File: src/rtl/c2s_pkg.sv
// Shared constants for the cartesian_to_spherical block: default sizes,
// fixed-point formats, the CORDIC gain factor and the arctangent table.
`timescale 1ns / 1ps
`default_nettype none

package c2s_pkg;

  localparam int COORD_BITS_DEF    = 24;
  localparam int CORDIC_STAGES_DEF = 24;

  // Fraction bits carried by magnitudes inside the CORDIC rows.
  localparam int MAG_FRAC = 8;
  // Integer headroom on top of a coordinate: sqrt(3) times the CORDIC gain.
  localparam int MAG_GUARD = 3;

  // Angles travel in units of pi/2^31; the longitude can reach about 3*pi/2.
  localparam int ANG_W = 34;

  // Reciprocal CORDIC gain as a fraction of 2^32.
  localparam logic [31:0] INV_GAIN = 32'd2608131496;

  // atan(2^-i) in units of pi/2^31.
  localparam logic [31:0] ATAN_TAB [32] = '{
    32'h20000000, 32'h12E4051E, 32'h09FB385B, 32'h051111D4, 32'h028B0D43,
    32'h0145D7E1, 32'h00A2F61E, 32'h00517C55, 32'h0028BE53, 32'h00145F2F,
    32'h000A2F98, 32'h000517CC, 32'h00028BE6, 32'h000145F3, 32'h0000A2FA,
    32'h0000517D, 32'h000028BE, 32'h0000145F, 32'h00000A30, 32'h00000518,
    32'h0000028C, 32'h00000146, 32'h000000A3, 32'h00000051, 32'h00000029,
    32'h00000014, 32'h0000000A, 32'h00000005, 32'h00000003, 32'h00000001,
    32'h00000001, 32'h00000000
  };

endpackage

`default_nettype wire

File: src/rtl/c2s_gain.sv
// Two-stage multiplication by the reciprocal CORDIC gain, rounded half up.
// Depends on c2s_pkg for the gain constant.
`timescale 1ns / 1ps
`default_nettype none

module c2s_gain #(
  parameter int MAG_W  = 35,
  parameter int SIDE_W = 1
) (
  input  logic                    clk,
  input  logic                    rst_n,
  input  logic                    ce,
  input  logic                    in_valid,
  input  logic signed [MAG_W-1:0] in_a,
  input  logic [SIDE_W-1:0]       in_side,
  output logic                    out_valid,
  output logic signed [MAG_W-1:0] out_p,
  output logic [SIDE_W-1:0]       out_side
);

  localparam int UW    = MAG_W - 1;
  localparam int HW    = UW - 16;
  localparam int PH_W  = HW + 32;
  localparam int SUM_W = UW + 33;

  logic [UW-1:0]        u;
  logic [PH_W-1:0]      phi_r, phi_nxt;
  logic [47:0]          plo_r, plo_nxt;
  logic [SUM_W-1:0]     sum;
  logic signed [MAG_W-1:0] p_r, p_nxt;
  logic                 va_r, vb_r;
  logic [SIDE_W-1:0]    side_a_r, side_b_r;

  // The operand is split at bit 16 so that each product is at most 18 by 32 bits with the default widths.
  always_comb begin
    u       = in_a[MAG_W-1] ? '0 : in_a[UW-1:0];
    phi_nxt = PH_W'(u[UW-1:16]) * PH_W'(c2s_pkg::INV_GAIN);
    plo_nxt = 48'(u[15:0]) * 48'(c2s_pkg::INV_GAIN);
  end

  always_comb begin
    sum   = (SUM_W'(phi_r) << 16) + SUM_W'(plo_r) + SUM_W'(64'h8000_0000);
    p_nxt = MAG_W'(sum >> 32);
  end

  always_ff @(posedge clk) begin
    if (!rst_n) begin
      va_r <= 1'b0;
      vb_r <= 1'b0;
    end else if (ce) begin
      va_r <= in_valid;
      vb_r <= va_r;
    end
  end

  always_ff @(posedge clk) begin
    if (ce) begin
      phi_r    <= phi_nxt;
      plo_r    <= plo_nxt;
      side_a_r <= in_side;
      p_r      <= p_nxt;
      side_b_r <= side_a_r;
    end
  end

  assign out_valid = vb_r;
  assign out_p     = p_r;
  assign out_side  = side_b_r;

endmodule

`default_nettype wire

File: config.mk
export PLATFORM = sky130hd
export DESIGN_NAME = c2s_gain
export DESIGN_NICKNAME = d
export VERILOG_FILES = /design/src/rtl/c2s_pkg.sv /design/src/rtl/c2s_gain.sv
export SDC_FILE = /design/constraint.sdc
export NUM_CORES = 1
export LEC_CHECK = 0
export BUFFER_PORTS_ARGS = -buffer_cell sky130_fd_sc_hd__buf_2
export CORE_ASPECT_RATIO = 2
export CORE_UTILIZATION = 58
export DETAILED_ROUTE_END_ITERATION = 10
export PLACE_DENSITY = 0.73
export SYNTH_ARGS = -nofsm -noshare
export SYNTH_HDL_FRONTEND = slang
export SYNTH_SLANG_ARGS = --single-unit
File: constraint.sdc
create_clock -name clk -period 13.4 [get_ports clk]
set_input_delay 1.34 -clock clk [delete_from_list [all_inputs] [get_ports clk]]
set_output_delay 1.34 -clock clk [all_outputs]
set_load 0.1 [all_outputs]
==> results of run 1 <==
-- Yosys cell counts (all sizes together) (2+ instances only) --
library cell	number	area [um^2]
a221oi	5	56.3
or3	2	12.5
nor2	62	233
nand2	65	244
o21ai	33	169
nor3	24	125
o211ai	9	72.6
and2	13	82.6
o31a	3	26.3
a31oi	10	62.6
a21oi	81	409
buf	3	18.8
o2111ai	5	50.0
ha	368	4600
nor4	4	25.0
nand4	16	100
nand3	13	65.1
a2111oi	4	72.6
o221a	2	22.5
xnor2	63	552
inv	669	2510
fa	383	7670
o21a	10	75.1
and3	11	68.8
o22ai	2	12.5
a221o	3	30.0
a21o	55	414
xor2	41	359
o21bai	8	60.1
o221ai	3	26.3
and4	2	17.5
clkbuf	15	56.3
mux2i	3	30.0
dfxtp	2	40.0
or4	2	18.8
nor2b	38	238
a211oi	5	37.5
edfxtp	113	3390
or2	12	77.6
a41oi	3	26.3
o31ai	3	36.3
a41o	2	20.0
nand2b	33	209
-- kinds of logic after synthesis --
logic type | Yosys count | synth area share
fa+ha+maj | 751 | 0.543
buf+inv | 687 | 0.115
simple gates | 303 | 0.0695
compound gates | 254 | 0.0784
flops | 115 | 0.152
xor+xnor | 104 | 0.0403
mux | 4 | 0.00183
-- per-layer routing --
layer / GRT overflow / global-route usage
met1: 0 / 0.376
met2: 22 / 0.793
met3: 0 / 0.138
met4: 3 / 0.580
met5: 0 / 0
-- through the flow --
step | area, um^2 | util | worst slack [ns] | hold WS, ns
3_5_place_dp | 23600 | 0.617 | 4.38 | 0.414
4_1_cts | 24200 | 0.633 | 4.80 | 0.431
3_3_place_gp | 23600 | 0.617 | 4.39 | 0.417
2_1_floorplan | 22600 | - | 5.78 | 0.400
==> results.yml, run 1 <==
outcome:
  status: "stopped before the end"
  haltStage: "global routing (5_1_grt)"
  tool.error: "[ERROR GRT-0116] Global routing finished with congestion. Check the congestion regions in the DRC Viewer."
placed_design:
  dpl.cell_count: 2794
  dp_hpwl_um: 67600
  portBuffers: 76
  gp_congestion: 1.11
clock_tree:
  clk_path_buf_depth: 2
  cts_hold_buf: 0
  cts_setup_buffers: 0
  cts-htree-levels: 4
  cts.sinks: 115
  cts_buffers: 17
  cts.repair.resized: 0
  cts_root_buf: "clkbuf_16"
die:
  ios: 77
  start_util: 0.592
  die_height_um: 281
  row_count: 101
  die_width_um: 142
synthesis:
  synthCells: 2218
  async_flop_share: 0
  synth_seq_cells: 115
  synth_warnings: 0
  synth_nets: 3009
  synth-edff-count: 113
  seq_area_frac_synth: 0.152
  synth-main-ff-cell: "edfxtp_1"
  synthDistinctLibCells: 74
  syn_area_mm2: 0.0226
  avgSynthCellArea_um2: 10.2
global_route:
  first_global_vias: 20200
  overflow: 25
  grt_max_degree: 84
  grt_pass1_wl_um: 127000
  track_usage: 0.463
==> run 2, diff against run 1 <==
--- a/config.mk
+++ b/config.mk
@@ -6,10 +6,9 @@
 export NUM_CORES = 1
 export LEC_CHECK = 0
 export BUFFER_PORTS_ARGS = -buffer_cell sky130_fd_sc_hd__buf_2
-export CORE_ASPECT_RATIO = 2
-export CORE_UTILIZATION = 58
+export CORE_UTILIZATION = 40
 export DETAILED_ROUTE_END_ITERATION = 10
-export PLACE_DENSITY = 0.73
+export PLACE_DENSITY_LB_ADDON = 0.15
 export SYNTH_ARGS = -nofsm -noshare
 export SYNTH_HDL_FRONTEND = slang
 export SYNTH_SLANG_ARGS = --single-unit
==> run 2 against run 1 <==
Compared with the run above: area after synthesis did not move; the run now ends clean; synthesized cell count did not move.
==> results.yml, run 2 <==
placed_design:
  dp_hpwl_um: 55700
  gp_congestion: 0.972
  portBuffers: 76
synthesis:
  seq_area_frac_synth: 0.152
  async_flop_share: 0
  avgSynthCellArea_um2: 10.2
  synth_nets: 3009
  synth_largest_area_cell: "fa_1"
  synth_seq_cells: 115
  synth-edff-count: 113
  synthCells: 2218
  synthDistinctLibCells: 74
  synth_area_leaders: "fa_1 (34%), ha_1 (20%), edfxtp_1 (15%)"
  post-synth-top-area-fraction: 0.340
  syn_area_mm2: 0.0226
  synth.most_common_cell: "inv_1"
  synth-main-ff-cell: "edfxtp_1"
  synth_warnings: 0
  yosys-top-cells-count: "inv_1 (669), fa_1 (383), ha_1 (368)"
clock_tree:
  clock_latency_ns: 0.43
  cts_setup_buffers: 0
  cts_tree: "built"
  clk_path_buf_depth: 2
  cts_root_buf: "clkbuf_16"
  cts_buffers: 17
  cts_hold_buf: 0
  cts.sinks: 115
  cts.repair.resized: 0
  cts-htree-levels: 4
  path_clk_slew_ns: 0.05
timing:
  fin_crit_sh: 0.674
  tns_ns: 0
  worstMarginPinSlew_ns: 1.36
  finalClockSkew_ns: 0.00753
  rsz0062_at_grt: "false"
  max_freq_mhz: 111
  setup_viol: 0
  slew_headroom: 0.0942
  drv_slew: 0
  finalHoldViolations: 0
  post-route-min-period_ns: 9.03
job:
  cap_violations: 0
layout:
  final_cell_mix: "inv_1 (669), fa_1 (383), ha_1 (368)"
  n_fill_cell: 5402
  multi_input_area_mm2: 0.0166
  final_nets: 3089
  largest_register: "phi_r"
  mostFrequentLayoutCell: "inv_1"
  largest_reg_flops: 47
  drive_gt1_frac: 0.0588
  final-seq-area_mm2: 0.00343
  n_antenna_cell: 0
  area_delta_synth_final_pct: 8.23
routing:
  drtIter0Drc: 880
  wirelength_um: 61400
  via_count: 14800
  drc_errors: 0
  antenna_left: 0
  firstDrtPassIters: 5
  vias_per_cell: 4.85
  wl_per_cell_um: 20.1
global_route:
  overflow: 0
  track_usage: 0.225
  grt_pass1_wl_um: 95400
  busiest_layer: "met1"
  grt_max_degree: 69
  grtUsageMet1: 0.350
  grt_use_met3: 0.0237
  use_met2: 0.336
  grt_antenna_before_repair: 0
  first_global_vias: 15900
hold_path:
  hold_class: "reg -> reg"
  hold_depth: 0
  worstHoldStart: "side_a_r"
die:
  start_util: 0.408
  coreArea_mm2: 0.0554
  die_height_um: 240
  die-area_mm2: 0.0574
  row_count: 86
  ios: 77
  die_width_um: 240
critical_path:
  cp-start-kind: "input port"
  required_ns: 13.54
  setup.worst_path.end: "phi_r[44]"
  cp_max_fo: 48
  critPathKind: "in -> reg"
  cp-end-kind: "register"
  worstRegToRegCells: 11
  reg2reg_to: "out_p[33]"
  r2r_slack_ns: 9.65
  critPathArrivalTime_ns: 9.17
  startpoint: "in_a[34]"
  crit-reg2reg-launch: "phi_r[10]"
outcome:
  status: "complete, no violations"
run 2: cells by family (layout without fill, tap and decap cells):
| group | Yosys count | in the layout | synth area share |
|---|---|---|---|
| AO/OA/AOI/OAI | 254 | 254 | 0.0784 |
| XOR/XNOR | 104 | 104 | 0.0403 |
| adder cells (fa/ha/maj) | 751 | 751 | 0.543 |
| buffers and inverters | 687 | 780 | 0.115 |
| flip-flops | 115 | 115 | 0.152 |
| multiplexers | 4 | 4 | 0.00183 |
| AND/OR/NAND/NOR | 303 | 303 | 0.0695 |
run 2: stage by stage:
step                      utilization  instances  hold slack [ns]  worst slack (ns)  area, um^2
after floorplan                     -       2218            0.400              5.78       22600
after global placement          0.430       3027            0.416              3.88       23900
after detailed placement        0.430       3027            0.420              3.93       23900
after CTS                       0.441       3059            0.433              4.35       24400
after global routing            0.441       3059            0.443              3.94       24400
final                           0.441       3059            0.424              4.37       24400
run 2: layout make-up:
class / count / share of cell area
clock buffers: 17 / 0.0174
clock inverters: 15 / 0.00671
inverters: 669 / 0.103
multi-input cells: 1416 / 0.678
flip-flops and latches: 115 / 0.140
well taps: 748 / 0.0383
repair buffers: 79 / 0.0166
run 2: per-layer routing:
layer,wire length [um],up-vias
met3,2930,35
met2,25700,334
met5,0,-
met4,702,0
li1,-,7133
met1,32000,7336
run 2: how the worst min path moves through the flow:
stage                     slack, ns        to
after detailed placement       0.42  out_side
after global placement         0.42  out_side
after global routing           0.44  out_side
final                          0.42  out_side
after CTS                      0.43  out_side
after floorplan                0.40  out_side
run 2: worst max-delay path, stage by stage:
cell and delay [ns]:
buf_2 0.40, nor2b_1 1.16, ha_1 0.47, inv_1 0.13, fa_1 0.52, fa_1 0.56, inv_1 0.06, fa_1 0.57
fa_1 0.56, inv_1 0.06, fa_1 0.55, inv_1 0.05, ha_1 0.36, a21oi_1 0.17, o21ai_1 0.12, o31ai_1 0.46
a21oi_2 0.19, a221oi_2 0.38, and2_2 0.26, o21ai_0 0.13, a2111oi_0 0.64
Power of run 2 is not shown: default switching activity piles up to over one toggle a cycle in this logic, so the estimate is an artifact.
