<file path="config.mk">
export PLATFORM = sky130hd
export DESIGN_NAME = c2s_outq
export DESIGN_NICKNAME = d
export VERILOG_FILES = /design/src/rtl/c2s_pkg.sv /design/src/rtl/c2s_outq.sv
export SDC_FILE = /design/constraint.sdc
export NUM_CORES = 1
export LEC_CHECK = 0
export BUFFER_PORTS_ARGS = -buffer_cell sky130_fd_sc_hd__buf_2
export CORE_MARGIN = 3
export CORE_UTILIZATION = 55
export CTS_CLUSTER_SIZE = 10
export DETAILED_ROUTE_END_ITERATION = 6
export PLACE_DENSITY = 0.85
export SLEW_MARGIN = 0
export SYNTH_ARGS = -nofsm -noshare
export SYNTH_HDL_FRONTEND = slang
export SYNTH_SLANG_ARGS = --single-unit
</file>
<file path="constraint.sdc">
create_clock -name clk -period 10.5 [get_ports clk]
set_input_delay 0.525 -clock clk [delete_from_list [all_inputs] [get_ports clk]]
set_output_delay 0.525 -clock clk [all_outputs]
set_load 0.01 [all_outputs]
</file>
<file path="src/rtl/c2s_pkg.sv">
// Shared constants for the cartesian_to_spherical block: default sizes,
// fixed-point formats, the CORDIC gain factor and the arctangent table.
`timescale 1ns / 1ps
`default_nettype none

package c2s_pkg;

  localparam int COORD_BITS_DEF    = 24;
  localparam int CORDIC_STAGES_DEF = 24;

  // Fraction bits carried by magnitudes inside the CORDIC rows.
  localparam int MAG_FRAC = 8;
  // Integer headroom on top of a coordinate: sqrt(3) times the CORDIC gain.
  localparam int MAG_GUARD = 3;

  // Angles travel in units of pi/2^31; the longitude can reach about 3*pi/2.
  localparam int ANG_W = 34;

  // Reciprocal CORDIC gain as a fraction of 2^32.
  localparam logic [31:0] INV_GAIN = 32'd2608131496;

  // atan(2^-i) in units of pi/2^31.
  localparam logic [31:0] ATAN_TAB [32] = '{
    32'h20000000, 32'h12E4051E, 32'h09FB385B, 32'h051111D4, 32'h028B0D43,
    32'h0145D7E1, 32'h00A2F61E, 32'h00517C55, 32'h0028BE53, 32'h00145F2F,
    32'h000A2F98, 32'h000517CC, 32'h00028BE6, 32'h000145F3, 32'h0000A2FA,
    32'h0000517D, 32'h000028BE, 32'h0000145F, 32'h00000A30, 32'h00000518,
    32'h0000028C, 32'h00000146, 32'h000000A3, 32'h00000051, 32'h00000029,
    32'h00000014, 32'h0000000A, 32'h00000005, 32'h00000003, 32'h00000001,
    32'h00000001, 32'h00000000
  };

endpackage

`default_nettype wire

</file>
<file path="src/rtl/c2s_outq.sv">
// Output stage: rounds the results, limits radius and latitude, handles the polar axis,
// and holds them in an output register with a skid entry. Depends on c2s_pkg.
`timescale 1ns / 1ps
`default_nettype none

module c2s_outq #(
  parameter int COORD_BITS = c2s_pkg::COORD_BITS_DEF,
  parameter int MAG_W      = COORD_BITS + c2s_pkg::MAG_FRAC + c2s_pkg::MAG_GUARD
) (
  input  logic                             clk,
  input  logic                             rst_n,
  input  logic                             in_valid,
  input  logic                             in_polar,
  input  logic signed [COORD_BITS-1:0]     in_z,
  input  logic signed [c2s_pkg::ANG_W-1:0] in_lon,
  input  logic signed [c2s_pkg::ANG_W-1:0] in_lat,
  input  logic signed [MAG_W-1:0]          in_r,
  input  logic                             out_tready,
  output logic                             out_tvalid,
  output logic [3*COORD_BITS-1:0]          out_data,
  output logic                             ce
);

  localparam int CB   = COORD_BITS;
  localparam int AW   = c2s_pkg::ANG_W;
  localparam int FRAC = c2s_pkg::MAG_FRAC;
  localparam int SH   = 32 - CB;
  localparam logic signed [AW-1:0] HALF   = AW'((64'd1 << SH) >> 1);
  localparam logic signed [AW-1:0] LAT_Q  = AW'(64'd1 << (CB - 2));
  localparam logic signed [AW-1:0] LAT_QN = -LAT_Q;
  localparam logic [MAG_W:0]       R_RND  = (MAG_W+1)'(64'd1 << (FRAC - 1));

  logic signed [AW-1:0] lon_rnd, lat_rnd, lat_cl;
  logic [MAG_W:0]       rsum;
  logic [CB-1:0]        rad, lat_f, lon_f;
  logic [3*CB-1:0]      res;
  logic                 push, take;
  logic                 out_v_r, out_v_nxt, skid_v_r, skid_v_nxt;
  logic [3*CB-1:0]      out_d_r, out_d_nxt, skid_d_r, skid_d_nxt;

  always_comb begin
    lon_rnd = (in_lon + HALF) >>> SH;
    lat_rnd = (in_lat + HALF) >>> SH;
    // The CORDIC residue can push the latitude slightly past a pole.
    if (lat_rnd > LAT_Q) begin
      lat_cl = LAT_Q;
    end else if (lat_rnd < LAT_QN) begin
      lat_cl = LAT_QN;
    end else begin
      lat_cl = lat_rnd;
    end
    rsum = (MAG_W+1)'($unsigned(in_r)) + R_RND;
    rad  = (|rsum[MAG_W:FRAC+CB]) ? '1 : rsum[FRAC+CB-1:FRAC];
    lat_f = lat_cl[CB-1:0];
    lon_f = lon_rnd[CB-1:0];
    // On the polar axis the distance is |z| and the latitude is exactly a pole, or zero when z is zero.
    if (in_polar) begin
      rad   = in_z[CB-1] ? CB'(-in_z) : CB'(in_z);
      lon_f = '0;
      if (in_z[CB-1]) begin
        lat_f = LAT_QN[CB-1:0];
      end else if (in_z != '0) begin
        lat_f = LAT_Q[CB-1:0];
      end else begin
        lat_f = '0;
      end
    end
    res = {lon_f, lat_f, rad};
  end

  assign ce   = !skid_v_r;
  assign push = ce && in_valid;
  assign take = out_v_r && out_tready;

  always_comb begin
    out_v_nxt  = out_v_r;
    skid_v_nxt = skid_v_r;
    out_d_nxt  = out_d_r;
    skid_d_nxt = skid_d_r;
    if (skid_v_r) begin
      if (take) begin
        out_d_nxt  = skid_d_r;
        skid_v_nxt = 1'b0;
      end
    end else if (push) begin
      if (!out_v_r || take) begin
        out_d_nxt = res;
        out_v_nxt = 1'b1;
      end else begin
        skid_d_nxt = res;
        skid_v_nxt = 1'b1;
      end
    end else if (take) begin
      out_v_nxt = 1'b0;
    end
  end

  always_ff @(posedge clk) begin
    if (!rst_n) begin
      out_v_r  <= 1'b0;
      skid_v_r <= 1'b0;
    end else begin
      out_v_r  <= out_v_nxt;
      skid_v_r <= skid_v_nxt;
    end
  end

  always_ff @(posedge clk) begin
    out_d_r  <= out_d_nxt;
    skid_d_r <= skid_d_nxt;
  end

  assign out_tvalid = out_v_r;
  assign out_data   = out_d_r;

endmodule

`default_nettype wire

</file>
; ---- Word level (Yosys, flattened, before mapping)
; Cells that the tools add are included.
[totals]
ff_bits = 146
in_bits = 132
output_inout_bits = 74
[op_classes]
add_sub_neg = 4
order_cmp = 2
eq_ne = 2
mux = 20
n_bitwise = 2
reduce_logical = 13
[ops]
columns = cell, n
row1 = $mux W72, 4
row2 = $mux W24, 8
row3 = $add A35 B8 Y36 const B, 1
row4 = $add A34 B9 Y34 const B, 1
row5 = $add A32 B9 Y32 const B, 1
row6 = $gt A26 B24 Y1 const B, 1
row7 = $lt A26 B23 Y1 const B, 1
row8 = $neg A24 Y24, 1
row9 = $reduce_bool A24 Y1, 1
row10 = $mux W23, 1
row11 = $reduce_and A3 Y1, 3
row12 = $mux W1, 7
row13 = $reduce_bool A2 Y1, 3
row14 = $reduce_or A4 Y1, 1
row15 = $logic_and A1 B1 Y1, 2
row16 = $logic_not A1 Y1, 2
row17 = $ne A2 B1 Y1 const B, 1
row18 = $ne A2 B2 Y1 const B, 1
row19 = $not A1 Y1, 2
row20 = $logic_or A1 B1 Y1, 1

; ---- Logic depth before layout (Yosys ltp)
[depth]
ltp_word = 8
mapped_depth = 9
depth_no_buf = 9

; ---- Worst setup path after synthesis
; OpenSTA, ideal clock, no wires.
[synth_timing]
kind = reg2reg
startpoint = register skid_v_r
endpoint = register out_d_r[0] (netlist: out_data[0]), enable pin
arrival_time_ns = 4.459
t_required_ns = 9.974
setup_slack_ns = 5.516
stages_incl_launch_ff = 6
path_buffers = 2
synth_period_minus_slack_ns = 4.984
cell_sequence = dfxtp_1 > clkbuf_1 > inv_1 > clkbuf_1 > nand2_1 > a21oi_1
[synth_via]
elab_chain_cells = 4
word_cells_on_any_way = 6
classes_between = eq/ne (1) / reduce/logical (5)
[synth_rtl]
columns = element, line_no
row1 = from (decl), c2s_outq.sv:38  ; logic out_v_r, out_v_nxt, skid_v_r, skid_v_nxt;
row2 = from (signal assigned), c2s_outq.sv:104  ; skid_v_r <= skid_v_nxt;
row3 = $logic_not A1 Y1, c2s_outq.sv:71  ; assign ce = !skid_v_r;
row4 = net ce, c2s_outq.sv:21  ; output logic ce
row5 = $logic_and A1 B1 Y1, c2s_outq.sv:72  ; assign push = ce && in_valid;
row6 = $reduce_bool A2 Y1 (no line), -
row7 = $reduce_and A3 Y1 (no line), -
row8 = to (signal assigned), c2s_outq.sv:109  ; out_d_r <= out_d_nxt;
row9 = to (decl), c2s_outq.sv:39  ; logic [3*CB-1:0] out_d_r, out_d_nxt, skid_d_r, skid_d_nxt;
; The timed path passes the listed nets, and every way through them passes these cells.
; A chain may end at the register's enable or synchronous reset.

; ---- Worst setup path in the final report
[layout_timing]
startpoint = input in_lat[7] (netlist name)
endpoint = register skid_d_r[43], data pin
[layout_via]
elab_chain_cells = 5
word_cells_on_any_way = 6
classes_between = add/sub (1) / order compare (2) / mux (3)
[layout_rtl]
columns = element, line_no
row1 = from (decl), c2s_outq.sv:16  ; input logic signed [c2s_pkg::ANG_W-1:0] in_lat,
row2 = $add A34 B9 Y34 (*), c2s_outq.sv:43  ; lat_rnd = (in_lat + HALF) >>> SH;
row3 = $lt A26 B23 Y1, c2s_outq.sv:47  ; end else if (lat_rnd < LAT_QN) begin
row4 = $mux W24, c2s_outq.sv:47
row5 = $mux W24 (*), c2s_outq.sv:45  ; if (lat_rnd > LAT_Q) begin
row6 = $mux W24 (*), c2s_outq.sv:57  ; if (in_polar) begin
row7 = net lat_f[19], c2s_outq.sv:35  ; logic [CB-1:0] rad, lat_f, lon_f;
row8 = to (signal assigned), c2s_outq.sv:110  ; skid_d_r <= skid_d_nxt;
row9 = to (decl), c2s_outq.sv:39
; Mark *: on every way through the listed nets, which the timed path passes. The rest lies on a longest branch.

==> results.md <==
Status:
- The run finished with clean final reports.

CTS:
- The deepest level of the CTS H-tree is 4.
- Clock-pin slew was measured on the worst setup and hold paths at 0.06 ns.
- Counting every sink on the clock net gives 146.
- In this run, post-CTS repair resized a total of 0 instances.
- TritonCTS created 17 clock buffers.
- The clock reaches the later pin of the worst-skew pair after 0.41 ns.
- The CTS tree is done.
- The maximum buffer depth of the clock tree is 2.
- The number of hold buffers added after CTS is 0.
- The buffer type at the clock tree root is clkbuf_16.
- Post-CTS timing repair inserted 0 buffers for setup.

Global route:
- The total routing resource utilization after global routing is 23.9%.
- The via count of the first global-routing pass is slightly above 6000.
- Global routing finished with a remaining overflow of 0.
- The first global-routing pass estimated 30900 um of wire.
- The initial antenna violation count is 0.
- The largest net degree at the start of global routing is 96.

Timing:
- The slew at the pin closest to its max-slew limit is 1.03 ns.
- The highest clock frequency the design can meet is between 0.2 and 0.3 GHz.
- In this run the tightest slew margin relative to its limit is 31.1%.
- The max-slew violation count was 0.
- The count of endpoints failing hold in the final timing report was 0.
- The smallest clock period supported by the final layout is computed as roughly 3.7 ns.
- Setup repair after global routing left no endpoint under its margin.
- The final setup TNS is 0 ns.
- Of the available clock period, the critical path in the final layout requires 35.6%.
- The clock skew after layout is ~0.0054 ns.
- Setup violations remaining at the end of the flow were counted as 0.

Min path:
- The worst hold path depth is 3.
- The path with the worst hold slack has its endpoint at skid_v_r$_SDFF_PN0_.
- The path type of the worst min-delay path is in2reg.
- In this run the most critical hold path is launched from rst_n.

Cells and area:
- The number of antenna diodes in the final layout is 0.
- The net count of the finished layout is 1011.
- The layout has about 1100 filler cells.
- The layout overhead on the synthesized area is 19.7%.
- The final standard cell area without fillers is approximately 9800 um^2.
- The share of layout cells above drive strength 1 is 30.3%.
- The sequential cell area is 4370 um^2.
- The final instance count without filler cells is 1068.
- In the final layout, the multi-input gates occupy 3550 um^2.
- Once layout is complete, the utilization of the core stands at 68.7%.

Critical path:
- Counting buffers and inverters, the worst setup path is 9 cells deep.
- The destination of the worst register-to-register timing path is skid_d_r[1]$_DFFE_PP_.
- STA classifies the critical path startpoint as an input pin.
- The slowest stage cell on the critical path is nand4b_1.
- The number of buffers and inverters on the critical path is 1.
- The required time reported for the critical path endpoint is 10.71 ns.
- Traced cell by cell, the critical path runs through buf_2 -> ha_1 -> and4_1 -> nand4_1 -> or4_4 -> xor2_1 -> nand3_2 -> nand4b_1 -> a221oi_1.
- The worst-case reg-to-reg path depth is 3.
- The start of the worst register-to-register path is out_tvalid$_SDFFE_PN0P_.
- The peak per-stage delay on the critical path is 0.89 ns.
- STA classifies the critical path endpoint as a flip-flop.
- The worst endpoint data arrival time is 3.95 ns.
- The critical path class is in2reg.
- The kind of cell with the highest combined delay on the critical path is simple AND/OR/NAND/NOR gates.
- Across all register-to-register paths, the minimum setup slack is 8.42 ns.
- Along the worst path, the maximum fanout reaches 22.

Floorplan:
- The vertical extent of the die is 128 um.
- In this run the core area contains 43 standard-cell rows.
- The number of I/O pins is just over 200.
- The core outline area is 14200 um^2.
- The area of the die is about 16000 um^2.
- Once the floorplan was initialized, standard cells occupied 57.4% of the core.
- Measured along the x axis, the die boundary spans 128 um.

Drt:
- The number of vias after detailed routing is ~6400.
- The routed wirelength normalized by instance count is 18.0 um.
- The antenna violation net count after detailed routing is 0.
- The first-pass iteration count of the detailed router is 5.
- In the routed layout, each cell is associated on average with a via count of 6.00.
- The DRC violation count after routing is 0.
- Summed over all layers, the routed wires come to 19200 um.
- The detailed router finished its first iteration with 448 violations.

Yosys:
- The unique cell type count in the Yosys netlist is 61.
- The cell area that synthesis handed to floorplanning was 8150 um^2.
- The post-synthesis register bit count is around 150.
- The most used flip-flop cell after synthesis is edfxtp_1.
- The total of warnings raised by yosys is 0.
- Of all flip-flops after synthesis, the portion carrying an async set or reset was 0%.
- The sequential fraction of the synthesis area is 53.5%.
- The number of flops mapped to enable cells by yosys is 144.
- The number of instances in the synthesized netlist is 710.
- The average size of a mapped cell is 11.5 um^2.
- Of the post-synthesis cell area, the dominant cell type holds a little over half.
- Sorting the synthesized cells by area gives the leading types as edfxtp_1, xor2_1, mux2_2, xnor2_1, nand2_1.
- When the netlist entered floorplanning its net count stood at 846.
- edfxtp_1 takes more of the synthesized area than any other cell.

Placement:
- Buffers placed on the I/O ports in this run total between 150 and 200.
- Detailed placement finished with a half-perimeter wire length of 13200 um.
- After detailed placement, the total cell area comes to just over 9000 um^2.
- The count of placed standard cells including taps is 1036.
- The routability congestion estimate is 0.932.

Pwr:
- In this run the static leakage power is 3.47 nW.
- Power spread over the standard cell area amounts to 156 nW/um^2.
- Across the VDD grid, the largest voltage drop is 0.121 mV.

Flow run:
- The number of maximum-capacitance violations is 0.
==> power breakdown <==
group	total, mW	switching, mW	internal, mW
sequential	0.694	0.0102	0.684
clock	0.625	0.228	0.397
combinational	0.199	0.120	0.0786
total	1.52	0.359	1.16
==> worst max path at each step <==
stage,start,to,slack [ns]
3_3_place_gp,in_lat[7],skid_d_r[43]$_DFFE_PP_,6.45
6_report,in_lat[7],skid_d_r[43]$_DFFE_PP_,6.77
3_5_place_dp,in_lat[7],skid_d_r[43]$_DFFE_PP_,6.39
4_1_cts,in_lat[7],skid_d_r[43]$_DFFE_PP_,6.83
5_1_grt,in_lat[8],skid_d_r[43]$_DFFE_PP_,6.49
2_1_floorplan,skid_v_r$_SDFF_PN0_,out_data[0]$_DFFE_PP_,5.52
==> sequential cells by signal, summed over array words and instances, names as in the netlist <==
register	flops
out_data	72
skid_d_r	72
skid_v_r	1
out_tvalid	1
==> cell type report <==
cell class                      instances  area share (%)
Timing Repair Buffer                  189            9.87
Sequential cell                       146            44.7
Clock buffer                           19            4.43
Clock inverter                         13            1.90
Tap cell                              180            2.31
Multi-Input combinational cell        511            36.4
Inverter                               10           0.385
==> synthesized netlist by cell type (all sizes together) (3+ instances only) <==
library cell  instances
o41ai                 4
a22oi                22
or2                   3
edfxtp              144
nand3                31
buf                  14
a31oi                 3
nand4                21
clkbuf               29
and2                  4
a32o                 22
or4                   6
nor3                 12
mux2i                 3
nand2b               23
nor2                 43
xnor2                32
ha                    4
nor2b                 4
or3                   4
o21ai                15
mux2                 31
a21oi                27
inv                  10
and3                  6
nor4                 10
o31ai                26
xor2                 58
and4                  7
nand2                66
==> layout by cell type, fill, tap and decap left out, types with 5 or more instances in the layout <==
cell type	instances
a21oi_1	26
a22oi_1	22
a32o_1	22
and3_1	5
and4_1	7
buf_2	182
buf_4	7
clkbuf_16	17
edfxtp_1	144
inv_1	10
mux2_2	31
nand2_1	65
nand2b_1	23
nand3_1	29
nand4_1	21
nor2_1	43
nor3_1	12
nor4_1	9
o21ai_0	15
o31ai_1	26
xnor2_1	30
xor2_1	58
==> stage by stage <==
stage | setup slack (ns) | hold slack (ns) | power [mW]
global placement | 6.45 | 0.504 | 0.897
detailed placement | 6.39 | 0.514 | 0.903
floorplan | 5.52 | 0.496 | 0.821
CTS | 6.83 | 0.332 | 1.53
finish | 6.77 | 0.353 | 1.52
global route | 6.49 | 0.350 | 1.58
==> kinds of logic (layout without fill, tap and decap cells) <==
family,Yosys count,count (layout),share of synthesized area [%]
muxes,34,34,4.65
xor gates and xnor gates,90,90,9.85
AOI/OAI and AO/OA,136,136,12.3
adders and majority gates,4,4,0.614
buffers and inverters,53,231,3.07
DFF,146,146,53.5
and+or+nand+nor,247,247,16.0
==> metal layers <==
metal | vias to the layer above | part of all wire (%) | global-route usage, % | wire length, um
li1 | 3036 | - | - | -
met1 | 3071 | 42 | 32.2 | 8090
met2 | 263 | 49 | 38.6 | 9400
met3 | 35 | 6.4 | 4.00 | 1230
met4 | 0 | 2.7 | 9.68 | 517
met5 | - | 0 | 0 | 0
==> worst min-delay path, stage by stage <==
cell and delay (ns):
buf_2 0.11, nand2_1 0.05, nor2_1 0.05
Power figures use the tool's default switching activity.
