--- src/rtl/c2s_pkg.sv ---
// Shared constants for the cartesian_to_spherical block: default sizes,
// fixed-point formats, the CORDIC gain factor and the arctangent table.
`timescale 1ns / 1ps
`default_nettype none

package c2s_pkg;

  localparam int COORD_BITS_DEF    = 24;
  localparam int CORDIC_STAGES_DEF = 24;

  // Fraction bits carried by magnitudes inside the CORDIC rows.
  localparam int MAG_FRAC = 8;
  // Integer headroom on top of a coordinate: sqrt(3) times the CORDIC gain.
  localparam int MAG_GUARD = 3;

  // Angles travel in units of pi/2^31; the longitude can reach about 3*pi/2.
  localparam int ANG_W = 34;

  // Reciprocal CORDIC gain as a fraction of 2^32.
  localparam logic [31:0] INV_GAIN = 32'd2608131496;

  // atan(2^-i) in units of pi/2^31.
  localparam logic [31:0] ATAN_TAB [32] = '{
    32'h20000000, 32'h12E4051E, 32'h09FB385B, 32'h051111D4, 32'h028B0D43,
    32'h0145D7E1, 32'h00A2F61E, 32'h00517C55, 32'h0028BE53, 32'h00145F2F,
    32'h000A2F98, 32'h000517CC, 32'h00028BE6, 32'h000145F3, 32'h0000A2FA,
    32'h0000517D, 32'h000028BE, 32'h0000145F, 32'h00000A30, 32'h00000518,
    32'h0000028C, 32'h00000146, 32'h000000A3, 32'h00000051, 32'h00000029,
    32'h00000014, 32'h0000000A, 32'h00000005, 32'h00000003, 32'h00000001,
    32'h00000001, 32'h00000000
  };

endpackage

`default_nettype wire

--- src/rtl/c2s_prep.sv ---
// Input stage of the cartesian_to_spherical block: scales the coordinates,
// folds negative x into the right half plane and flags the polar axis. Depends on c2s_pkg.
`timescale 1ns / 1ps
`default_nettype none

module c2s_prep #(
  parameter int COORD_BITS = c2s_pkg::COORD_BITS_DEF,
  parameter int MAG_W      = COORD_BITS + c2s_pkg::MAG_FRAC + c2s_pkg::MAG_GUARD
) (
  input  logic                          clk,
  input  logic                          rst_n,
  input  logic                          ce,
  input  logic                          in_valid,
  input  logic signed [COORD_BITS-1:0]  pos_x,
  input  logic signed [COORD_BITS-1:0]  pos_y,
  input  logic signed [COORD_BITS-1:0]  pos_z,
  output logic                          out_valid,
  output logic signed [MAG_W-1:0]       out_x,
  output logic signed [MAG_W-1:0]       out_y,
  output logic signed [c2s_pkg::ANG_W-1:0] out_ang,
  output logic signed [COORD_BITS-1:0]  out_z,
  output logic                          out_polar
);

  localparam int AW   = c2s_pkg::ANG_W;
  localparam int FRAC = c2s_pkg::MAG_FRAC;
  localparam logic signed [AW-1:0] HALF_TURN = AW'(64'd1 << 31);

  logic                   valid_r;
  logic signed [MAG_W-1:0] x_r, x_nxt;
  logic signed [MAG_W-1:0] y_r, y_nxt;
  logic signed [AW-1:0]    ang_r, ang_nxt;
  logic signed [COORD_BITS-1:0] z_r;
  logic                   polar_r, polar_nxt;
  logic signed [MAG_W-1:0] sx, sy;

  always_comb begin
    sx = MAG_W'(pos_x) <<< FRAC;
    sy = MAG_W'(pos_y) <<< FRAC;
    // A vector in the left half plane is turned by pi before the first row.
    if (pos_x[COORD_BITS-1]) begin
      x_nxt   = -sx;
      y_nxt   = -sy;
      ang_nxt = HALF_TURN;
    end else begin
      x_nxt   = sx;
      y_nxt   = sy;
      ang_nxt = '0;
    end
    polar_nxt = (pos_x == '0) && (pos_y == '0);
  end

  always_ff @(posedge clk) begin
    if (!rst_n) begin
      valid_r <= 1'b0;
    end else if (ce) begin
      valid_r <= in_valid;
    end
  end

  always_ff @(posedge clk) begin
    if (ce) begin
      x_r     <= x_nxt;
      y_r     <= y_nxt;
      ang_r   <= ang_nxt;
      z_r     <= pos_z;
      polar_r <= polar_nxt;
    end
  end

  assign out_valid = valid_r;
  assign out_x     = x_r;
  assign out_y     = y_r;
  assign out_ang   = ang_r;
  assign out_z     = z_r;
  assign out_polar = polar_r;

endmodule

`default_nettype wire

--- config.mk ---
export PLATFORM = sky130hd
export DESIGN_NAME = c2s_prep
export DESIGN_NICKNAME = d
export VERILOG_FILES = /design/src/rtl/c2s_pkg.sv /design/src/rtl/c2s_prep.sv
export SDC_FILE = /design/constraint.sdc
export NUM_CORES = 1
export LEC_CHECK = 0
export BUFFER_PORTS_ARGS = -buffer_cell sky130_fd_sc_hd__buf_2
export CAP_MARGIN = 20
export CORE_ASPECT_RATIO = 1.2
export CORE_MARGIN = 2
export CORE_UTILIZATION = 45
export DETAILED_ROUTE_END_ITERATION = 12
export PLACE_DENSITY = 0.9
export SLEW_MARGIN = 25
export SYNTH_ARGS = -nofsm -noshare
export SYNTH_HDL_FRONTEND = slang
export SYNTH_SLANG_ARGS = --single-unit
--- constraint.sdc ---
create_clock -name clk -period 2 [get_ports clk]
set_input_delay 0.1 -clock clk [delete_from_list [all_inputs] [get_ports clk]]
set_output_delay 0.1 -clock clk [all_outputs]
set_load 0.1 [all_outputs]
## Word level (Yosys, flattened, before mapping)

Cells that the tools add are included.

| cells by class | value |
|---|---|
| reduce and logical (&&, ||, !) cells | 3 |
| shifts and indexed selects | 0 |
| eq/ne operators | 0 |
| magnitude comparators | 0 |
| $mul | 0 |
| bitwise logic cells | 0 |
| muxes and demuxes | 3 |
| divide/modulo/power cells | 0 |
| add/subtract/negate cells | 2 |

Operator list:

| kind | number |
|---|---|
| $neg 32->35 | 2 |
| $logic_not 24->1 | 2 |
| $mux 35 | 1 |
| $mux 32 | 1 |
| $mux 31 | 1 |
| $logic_and 1x1->1 | 1 |

| storage, ports and cells | value |
|---|---|
| bits in registers | 130 |
| memory bits (read-only) | 0 |
| bits in latches | 0 |
| memory bits (writable) | 0 |
| bits of input ports | 76 |
| output and inout port bits | 130 |
| memories | 0 |

## Longest topological paths before layout

Gate-level depths: netlist of run 1.

| logic depth | value |
|---|---|
| word-level depth | 2 |
| mapped depth | 6 |

## Worst setup path before layout of run 1

Ideal clock, no wire load.

| timing | value |
|---|---|
| path kind | input-to-reg |
| start point | in pos_x[1] |
| end point | reg x_r[28] (netlist: out_x[28]) (data pin) |
| setup slack | 0.470 ns |
| buffers on the path | 0 |
| stages on the path | 6 |
| data arrival time | 1.264 ns |
| required time | 1.734 ns |
| path through | inv_1 -> ha_1 -> nor3b_1 -> nand3_1 -> o41ai_1 -> xnor2_1 |

| on the way | value |
|---|---|
| word-level cells in the longest chain between the ends | 2 |

RTL lines:

| element | RTL line | source |
|---|---|---|
| start, declared | c2s_prep.sv:14 | `input logic signed [COORD_BITS-1:0] pos_x,` |
| $neg 32->35 | c2s_prep.sv:42 | `x_nxt = -sx;` |
| $mux 31 | c2s_prep.sv:41 | `if (pos_x[COORD_BITS-1]) begin` |
| named net x_nxt[28] | c2s_prep.sv:30 | `logic signed [MAG_W-1:0] x_r, x_nxt;` |
| end signal, assigned | c2s_prep.sv:63 | `x_r <= x_nxt;` |
| end, declared | c2s_prep.sv:30 |  |

The timed path passes the listed nets, and every way through them passes these cells.
A chain may end at the register's enable or synchronous reset.

## Worst setup path after layout of run 1

| timing | value |
|---|---|
| start point | in pos_y[0] |
| end point | reg y_r[24] (netlist: out_y[24]) (data pin) |

| on the way | value |
|---|---|
| word-level cells in the longest chain between the ends | 2 |

RTL lines:

| element | RTL line | source |
|---|---|---|
| start, declared | c2s_prep.sv:15 | `input logic signed [COORD_BITS-1:0] pos_y,` |
| $neg 32->35 | c2s_prep.sv:43 | `y_nxt = -sy;` |
| $mux 35 | c2s_prep.sv:41 |  |
| named net y_nxt[24] | c2s_prep.sv:31 | `logic signed [MAG_W-1:0] y_r, y_nxt;` |
| end signal, assigned | c2s_prep.sv:64 | `y_r <= y_nxt;` |
| end, declared | c2s_prep.sv:31 |  |

The timed path passes the listed nets, and every way through them passes these cells.

==> flow_summary.rst, run 1 <==
.. list-table::
   :header-rows: 1

   * - Metric
     - Value
   * - Result of the run
     - finished clean
   * - Comb power frac
     - 0.381
   * - Count of placed standard cells in the final layout, fillers left out
     - roughly 600
   * - Pin slew with the least headroom to its limit
     - 542 ps
   * - Cell internal pwr
     - 3.03 mW
   * - Die span in x
     - ~90 µm
   * - Nature of the critical path endpoint
     - register
   * - Min setup slack post-route
     - 167 ps
   * - DR iter-0 viols
     - 280
   * - Vias in the first global route
     - 3034
   * - Final routed DRC violation total
     - 0
   * - Power Dens Cells
     - 1070 nW/µm²
   * - CP max-delay cell
     - sky130_fd_sc_hd__dlygate4sd3_1
   * - Pin count of the biggest net entering global routing
     - 42
   * - Fillcell total
     - 568
   * - Overall power after layout
     - 5.49 mW
   * - WL final
     - 10900 µm
   * - Number of pins exceeding their max-slew limit in the final report
     - 0
   * - Final-report hold violation count
     - 0
   * - Area of the die
     - 9290 µm²
   * - CTS H-tree depth
     - 3
   * - Synthesis-to-layout area growth
     - 33.7%
   * - Avg Synthesized Cell Area
     - 13.6 µm²
   * - Final critical-path required period
     - between 1500 and 2000 ps
   * - Placer Congestion
     - 0.873
   * - Die boundary height
     - 105 µm
   * - Area post-placement
     - 4650 µm²
   * - CP Class
     - in2reg
   * - Peak supply drop
     - 0.367 mV
   * - Post-route worst hold slack
     - between 7 and 8 ps
   * - Clock Latency Late Sink
     - 350 ps
   * - Routed vias
     - 3087
   * - Number of placement rows
     - 36
   * - Number of nets in the final layout
     - 558
   * - Total GRT Usage
     - 0.231
   * - Number of clock sinks seen by CTS
     - 81
   * - Share of post-route cells with drive strength above 1
     - 0.386
   * - TritonCTS clock tree
     - done
   * - Grt total ovfl
     - 0
   * - Post-Route Setup TNS
     - 0 ps
   * - Net switching fraction of the power
     - 0.449
   * - Avg Vias per Cell
     - approximately 5
   * - Reg power frac
     - 0.384
   * - Number of endpoints failing setup at the final stage
     - 0
   * - Maximum clock frequency
     - ~0.55 GHz
   * - Buffer depth of the longest clock path
     - 2
   * - Most frequent standard cell in the layout excluding fill and tap cells
     - sky130_fd_sc_hd__buf_2
   * - I/O pin count
     - 206
   * - Required time at the endpoint of the critical path
     - about 2100 ps
   * - Leakage component of the power
     - 2.13 nW
   * - Hpwl dp
     - 7260 µm
   * - Crit-path max FO
     - 6
   * - Wire length of the first global-routing pass
     - roughly 16000 µm
   * - Detail-routed net length per standard cell
     - 18.3 µm
   * - Area of the core region
     - 8200 µm²
   * - Ant diodes
     - 0
   * - Post-layout instance area
     - 5130 µm²
   * - Setup repair after global routing missed its margin
     - no
   * - Top area cells in the synthesized netlist
     - sky130_fd_sc_hd__edfxtp_1 63%, sky130_fd_sc_hd__buf_4 9.6%, sky130_fd_sc_hd__xnor2_1 9.1%
   * - I/O Buffers
     - 156
   * - Worst-path clk slew
     - 80 ps
   * - Clock tree root buffer cell
     - sky130_fd_sc_hd__clkbuf_8
   * - Startpoint types
     - input pin
   * - Number of flip-flops and latches in the synthesized netlist
     - 81
   * - Area of the mapped netlist
     - roughly 3800 µm²
   * - Yosys warns
     - 0
   * - Routed Antenna Nets
     - 0
   * - Maximum cell stage delay along the critical path
     - 520 ps
   * - Final Core Density
     - 0.626
   * - Number of buffers inserted during clock tree synthesis
     - 9
   * - Count of TritonRoute iterations in the first routing pass
     - 5
   * - Period Utilization, post-route
     - 0.917
   * - Clock share of power
     - 0.236
   * - Final clock skew
     - 0 ps
   * - Commonest cells after routing, fill and taps aside
     - 155 x sky130_fd_sc_hd__buf_2, 80 x sky130_fd_sc_hd__edfxtp_1, 52 x sky130_fd_sc_hd__conb_1
   * - Initial core utilization
     - 0.468
   * - Class of the most critical hold timing path
     - in2reg
   * - NetSw
     - 2.46 mW
   * - Async set or reset register ratio after synthesis
     - 0
   * - Cell taking the most area after synthesis
     - sky130_fd_sc_hd__edfxtp_1
   * - Number of antenna violations at the first check in global routing
     - 0
   * - Max-Cap Viols
     - 0
   * - Number of distinct library cells after synthesis
     - 35
   * - Fraction of synthesized cell area taken by the top area cell type
     - 0.626
   * - CP cell instances
     - dlygate4sd3_1 -> buf_2 -> inv_1 -> ha_1 -> nor2b_1 -> nand4_1 -> o31ai_1 -> xnor2_1
   * - Arr. time, crit path
     - 1940 ps
   * - Proportion of synthesized chip area in sequential cells
     - 0.631
   * - Placed Cells incl. Taps
     - 556
   * - EDFF count, synth
     - 80
   * - Rel. slew slack
     - 0.638
   * - Synth Flop Type
     - sky130_fd_sc_hd__edfxtp_1
   * - Mapped Cells
     - around 280
   * - Setup slack at placement
     - ~170 ps
   * - Internal reg-to-reg setup slack
     - between 1000 and 1500 ps
cells by family (layout without fill, tap and decap cells):
kind of cell	Yosys count	count (layout)	synth area share
compound gates	39	39	0.0701
simple gates	54	54	0.0834
flops	81	81	0.631
buf+inv	61	213	0.108
mux	1	1	0.00261
fa+ha+maj	2	2	0.00652
xor+xnor	43	43	0.0981
other cells	1	52	0.000977
repair_timing:
action                                  4_1_cts  5_1_grt
resized for setup                             0        1
endpoints found under the hold margin        27        0
endpoints found under the setup margin        0        1
hold buffers                                 27        0
buffers inserted                              0        0
cell usage after synthesis (all sizes together), types with 3 or more instances:
cell type and instances:
o31ai 13, nor3 8, xor2 3, nor4 6, o21ai 19, buf 50
nand3 4, xnor2 40, o41ai 4, inv 7, clkbuf 4, nand2 14
a21oi 3, edfxtp 80, nand4 3, nand2b 6, or3 3, nor2 5
metal layers:
metal  track usage  routed length (µm)  vias to the layer above
li1              -                   -                     1324
met1         0.232                3520                     1430
met2         0.397                5510                      286
met3        0.0782                1410                       47
met4         0.145                 500                        0
met5             0                   0                        -
sequential cells by signal, indices dropped and copies added (netlist names):
signal,count
out_valid,1
out_polar,1
out_z,24
out_ang,1
out_y,27
out_x,27
area by class of cell:
class	instances	area, µm²	share of cell area
Inverter	7	26.3	0.00512
Sequential cell	81	2420	0.472
Clock buffer	9	124	0.0241
Timing Repair Buffer	190	1130	0.220
Tap cell	114	143	0.0278
Clock inverter	7	85.1	0.0166
Multi-Input combinational cell	191	1200	0.234
power by group through the flow:
stage               sequential, mW  clock [mW]  combinational, mW
finish                        2.11        1.29               2.09
global route                  2.12        1.36               2.14
CTS                           2.10        1.28               2.07
detailed placement            2.14           0               2.02
global placement              2.13           0               2.00
floorplan                     3.28           0              0.616
final timing paths:
check / to / from / cells past startpoint
max: out_y[24] / pos_y[0] / 8
min reg2reg: out_valid / out_valid / 2
max reg2reg: out_valid / out_valid / 2
min: out_valid / in_valid / 3
worst max-delay path: cells and delay by family:
kind / cells / cell delay, ps
AND/OR/NAND/NOR: 2 / 530
AO/OA/AOI/OAI: 1 / 350
XOR/XNOR: 1 / 110
buffers and inverters: 3 / 710
adder cells (fa/ha/maj): 1 / 150
Power figures use the tool's default switching activity.
==> inputs of run 2 (changes only) <==
--- a/config.mk
+++ b/config.mk
@@ -5,13 +5,14 @@
 export SDC_FILE = /design/constraint.sdc
 export NUM_CORES = 1
 export LEC_CHECK = 0
+export ABC_AREA = 1
 export BUFFER_PORTS_ARGS = -buffer_cell sky130_fd_sc_hd__buf_2
 export CAP_MARGIN = 20
 export CORE_ASPECT_RATIO = 1.2
 export CORE_MARGIN = 2
-export CORE_UTILIZATION = 45
+export CORE_UTILIZATION = 47
 export DETAILED_ROUTE_END_ITERATION = 12
-export PLACE_DENSITY = 0.9
+export PLACE_DENSITY = 0.91
 export SLEW_MARGIN = 25
 export SYNTH_ARGS = -nofsm -noshare
 export SYNTH_HDL_FRONTEND = slang
==> flow_summary.rst, run 2 <==
.. list-table::
   :header-rows: 1

   * - Metric
     - Value
   * - Ant diodes
     - 0
   * - Number of endpoints failing setup at the final stage
     - 0
   * - TritonCTS clock tree
     - done
   * - Area of the core region
     - about 9000 µm²
   * - Result of the run
     - finished clean
   * - WL final
     - 10800 µm
   * - Clock Latency Late Sink
     - between 300 and 400 ps
   * - Period Utilization, post-route
     - 0.797
   * - Nature of the critical path endpoint
     - register
   * - Number of antenna violations at the first check in global routing
     - 0
   * - Met3 Routed Length
     - 917 µm
   * - Number of clock sinks seen by CTS
     - 81
   * - Leakage component of the power
     - 2.64 nW
   * - Maximum clock frequency
     - 0.627 GHz
   * - Maximum cell stage delay along the critical path
     - 550 ps
   * - Fillcell total
     - 729
   * - EDFF count, synth
     - 80
   * - Rel. slew slack
     - 0.626
   * - Cell repeated most along the worst path
     - sky130_fd_sc_hd__nand2_1
   * - Number of flip-flops and latches in the synthesized netlist
     - 81
   * - Synth Flop Type
     - sky130_fd_sc_hd__edfxtp_1
   * - CP Class
     - in2reg
   * - Number of nets in the final layout
     - approximately 700
   * - Area of the mapped netlist
     - 4300 µm²
   * - Share of post-route cells with drive strength above 1
     - 0.306
   * - Critical path launch point
     - pos_x[0]
   * - Fraction of synthesized cell area taken by the top area cell type
     - 0.559
   * - Power Dens Cells
     - around 970 nW/µm²
   * - Clock tree root buffer cell
     - sky130_fd_sc_hd__clkbuf_8
   * - Cell taking the most area after synthesis
     - sky130_fd_sc_hd__edfxtp_1
   * - Post-Route Setup TNS
     - 0 ps
   * - Yosys warns
     - 0
   * - Final-report hold violation count
     - 0
   * - Area post-placement
     - 5050 µm²
   * - Number of buffers inserted during clock tree synthesis
     - 9
   * - Hpwl dp
     - 8050 µm
   * - I/O pin count
     - 206
   * - Max-Cap Viols
     - 0
   * - Pin slew with the least headroom to its limit
     - approximately 560 ps
   * - CP cell instances
     - dlygate4sd3_1 -> buf_2 -> inv_1 -> ha_1 -> nand2_1 -> nor2_2 -> nand2_1 -> nand2_2 -> nand3_1 -> nand2_1 -> nand2_1
   * - Met2 wire length
     - 5760 µm
   * - CTS H-tree depth
     - 3
   * - Peak supply drop
     - 0.449 mV
   * - Origin of the critical flop-to-flop path
     - out_valid
   * - Register Area
     - around 2400 µm²
   * - Worst-path clk slew
     - 90 ps
   * - Total GRT Usage
     - 0.220
   * - Avg Vias per Cell
     - 4.72
   * - Hold buffer count at cts
     - 28
   * - Number of placement rows
     - 38
   * - Count of TritonRoute iterations in the first routing pass
     - 4
   * - Length of routed wiring on met1
     - around 3900 µm
   * - Die boundary height
     - 109 µm
   * - Required time at the endpoint of the critical path
     - 2100 ps
   * - Area of the die
     - 9930 µm²
   * - Final routed DRC violation total
     - 0
   * - Startpoint types
     - input pin
   * - Count of placed standard cells in the final layout, fillers left out
     - 763
   * - Most frequent standard cell in the layout excluding fill and tap cells
     - sky130_fd_sc_hd__buf_2
   * - Placer Congestion
     - 0.930
   * - Vias in the first global route
     - 3540
   * - Proportion of synthesized chip area in sequential cells
     - 0.564
   * - Async set or reset register ratio after synthesis
     - 0
   * - Synthesis-to-layout area growth
     - 28.5%
   * - Crit-path max FO
     - 5
   * - Hold path start
     - pos_y[17]
   * - Number of distinct library cells after synthesis
     - 27
   * - I/O Buffers
     - between 150 and 200
   * - Post-layout instance area
     - 5520 µm²
   * - Routed vias
     - between 3000 and 4000
   * - Buffer depth of the longest clock path
     - 2
   * - Arr. time, crit path
     - 1700 ps
   * - Top area cells in the synthesized netlist
     - sky130_fd_sc_hd__edfxtp_1 56%, sky130_fd_sc_hd__nand2_1 9.2%, sky130_fd_sc_hd__buf_4 8.7%
   * - # Post-CTS Setup Buffers
     - 0
   * - Pin count of the biggest net entering global routing
     - 53
   * - Number of pins exceeding their max-slew limit in the final report
     - 0
   * - Class of the most critical hold timing path
     - in2reg
   * - Internal reg-to-reg setup slack
     - 770 ps
   * - Most used standard cells in the synthesized netlist
     - 105 x sky130_fd_sc_hd__nand2_1, 80 x sky130_fd_sc_hd__edfxtp_1, 50 x sky130_fd_sc_hd__buf_4, 50 x sky130_fd_sc_hd__inv_1, 39 x sky130_fd_sc_hd__nor2_1
   * - Highest routed metal layer
     - met4
   * - Final critical-path required period
     - roughly 1600 ps
   * - Wire length of the first global-routing pass
     - 16700 µm
   * - Avg Synthesized Cell Area
     - 9.70 µm²
   * - Routed Antenna Nets
     - 0
   * - Setup repair after global routing missed its margin
     - no
   * - Detail-routed net length per standard cell
     - 14.2 µm
   * - Most frequent cell after synthesis
     - sky130_fd_sc_hd__nand2_1
   * - CP max-delay cell
     - sky130_fd_sc_hd__dlygate4sd3_1
   * - DR iter-0 viols
     - 93
   * - Placed Cells incl. Taps
     - 719
   * - Final clock skew
     - 0 ps
   * - Grt total ovfl
     - 0
   * - Commonest cells after routing, fill and taps aside
     - 155 x sky130_fd_sc_hd__buf_2, 105 x sky130_fd_sc_hd__nand2_1, 80 x sky130_fd_sc_hd__edfxtp_1
   * - Final Core Density
     - 0.615
   * - Initial core utilization
     - 0.478
   * - Total area of multi-input combinational cells
     - 1470 µm²
   * - Mapped Cells
     - 443
   * - Count of cells resized by post-cts repair
     - 0
   * - Die span in x
     - 91.3 µm
[run 2: stage by stage]
step	total power, mW	hold WS [ps]	setup slack, ps
floorplan	3.91	193	684
global placement	4.15	278	639
detailed placement	4.16	279	582
CTS	5.35	13.2	428
global route	5.51	55.6	257
finish	5.34	27.2	405
[run 2: worst paths after layout]
path	end	cells past startpoint
max reg2reg	out_valid	3
max	out_x[28]	11
min reg2reg	out_valid	3
min	out_y[25]	3
[run 2: worst max-delay path: cells and delay by family]
family / cells / cell delay (ps)
fa+ha+maj: 1 / 190
simple gates: 7 / 640
buf+inv: 3 / 760
[run 2: report_power, final]
group,internal [mW],switching (mW)
Sequential,2.05,0.0405
Clock,0.576,0.584
Combinational,0.275,1.81
[run 2: kinds of logic after synthesis]
kind of cell | after synthesis | synth area share
compound gates | 15 | 0.0189
xor+xnor | 23 | 0.0469
fa+ha+maj | 2 | 0.00582
buf+inv | 105 | 0.138
flops | 81 | 0.564
other cells | 1 | 0.000873
simple gates | 216 | 0.226
[run 2: final cells by class]
type,count,share of cell area
inverter,51,0.0347
clock buffer,11,0.0238
clock inverter,5,0.0102
sequential,81,0.439
multi-input combinational,308,0.267
timing repair buffer,187,0.199
tap,120,0.0272
[run 2: routing by layer]
metal / track usage / vias up
met5: 0 / -
met4: 0.0736 / 0
met3: 0.0532 / 19
met2: 0.432 / 207
met1: 0.229 / 1647
li1: - / 1729
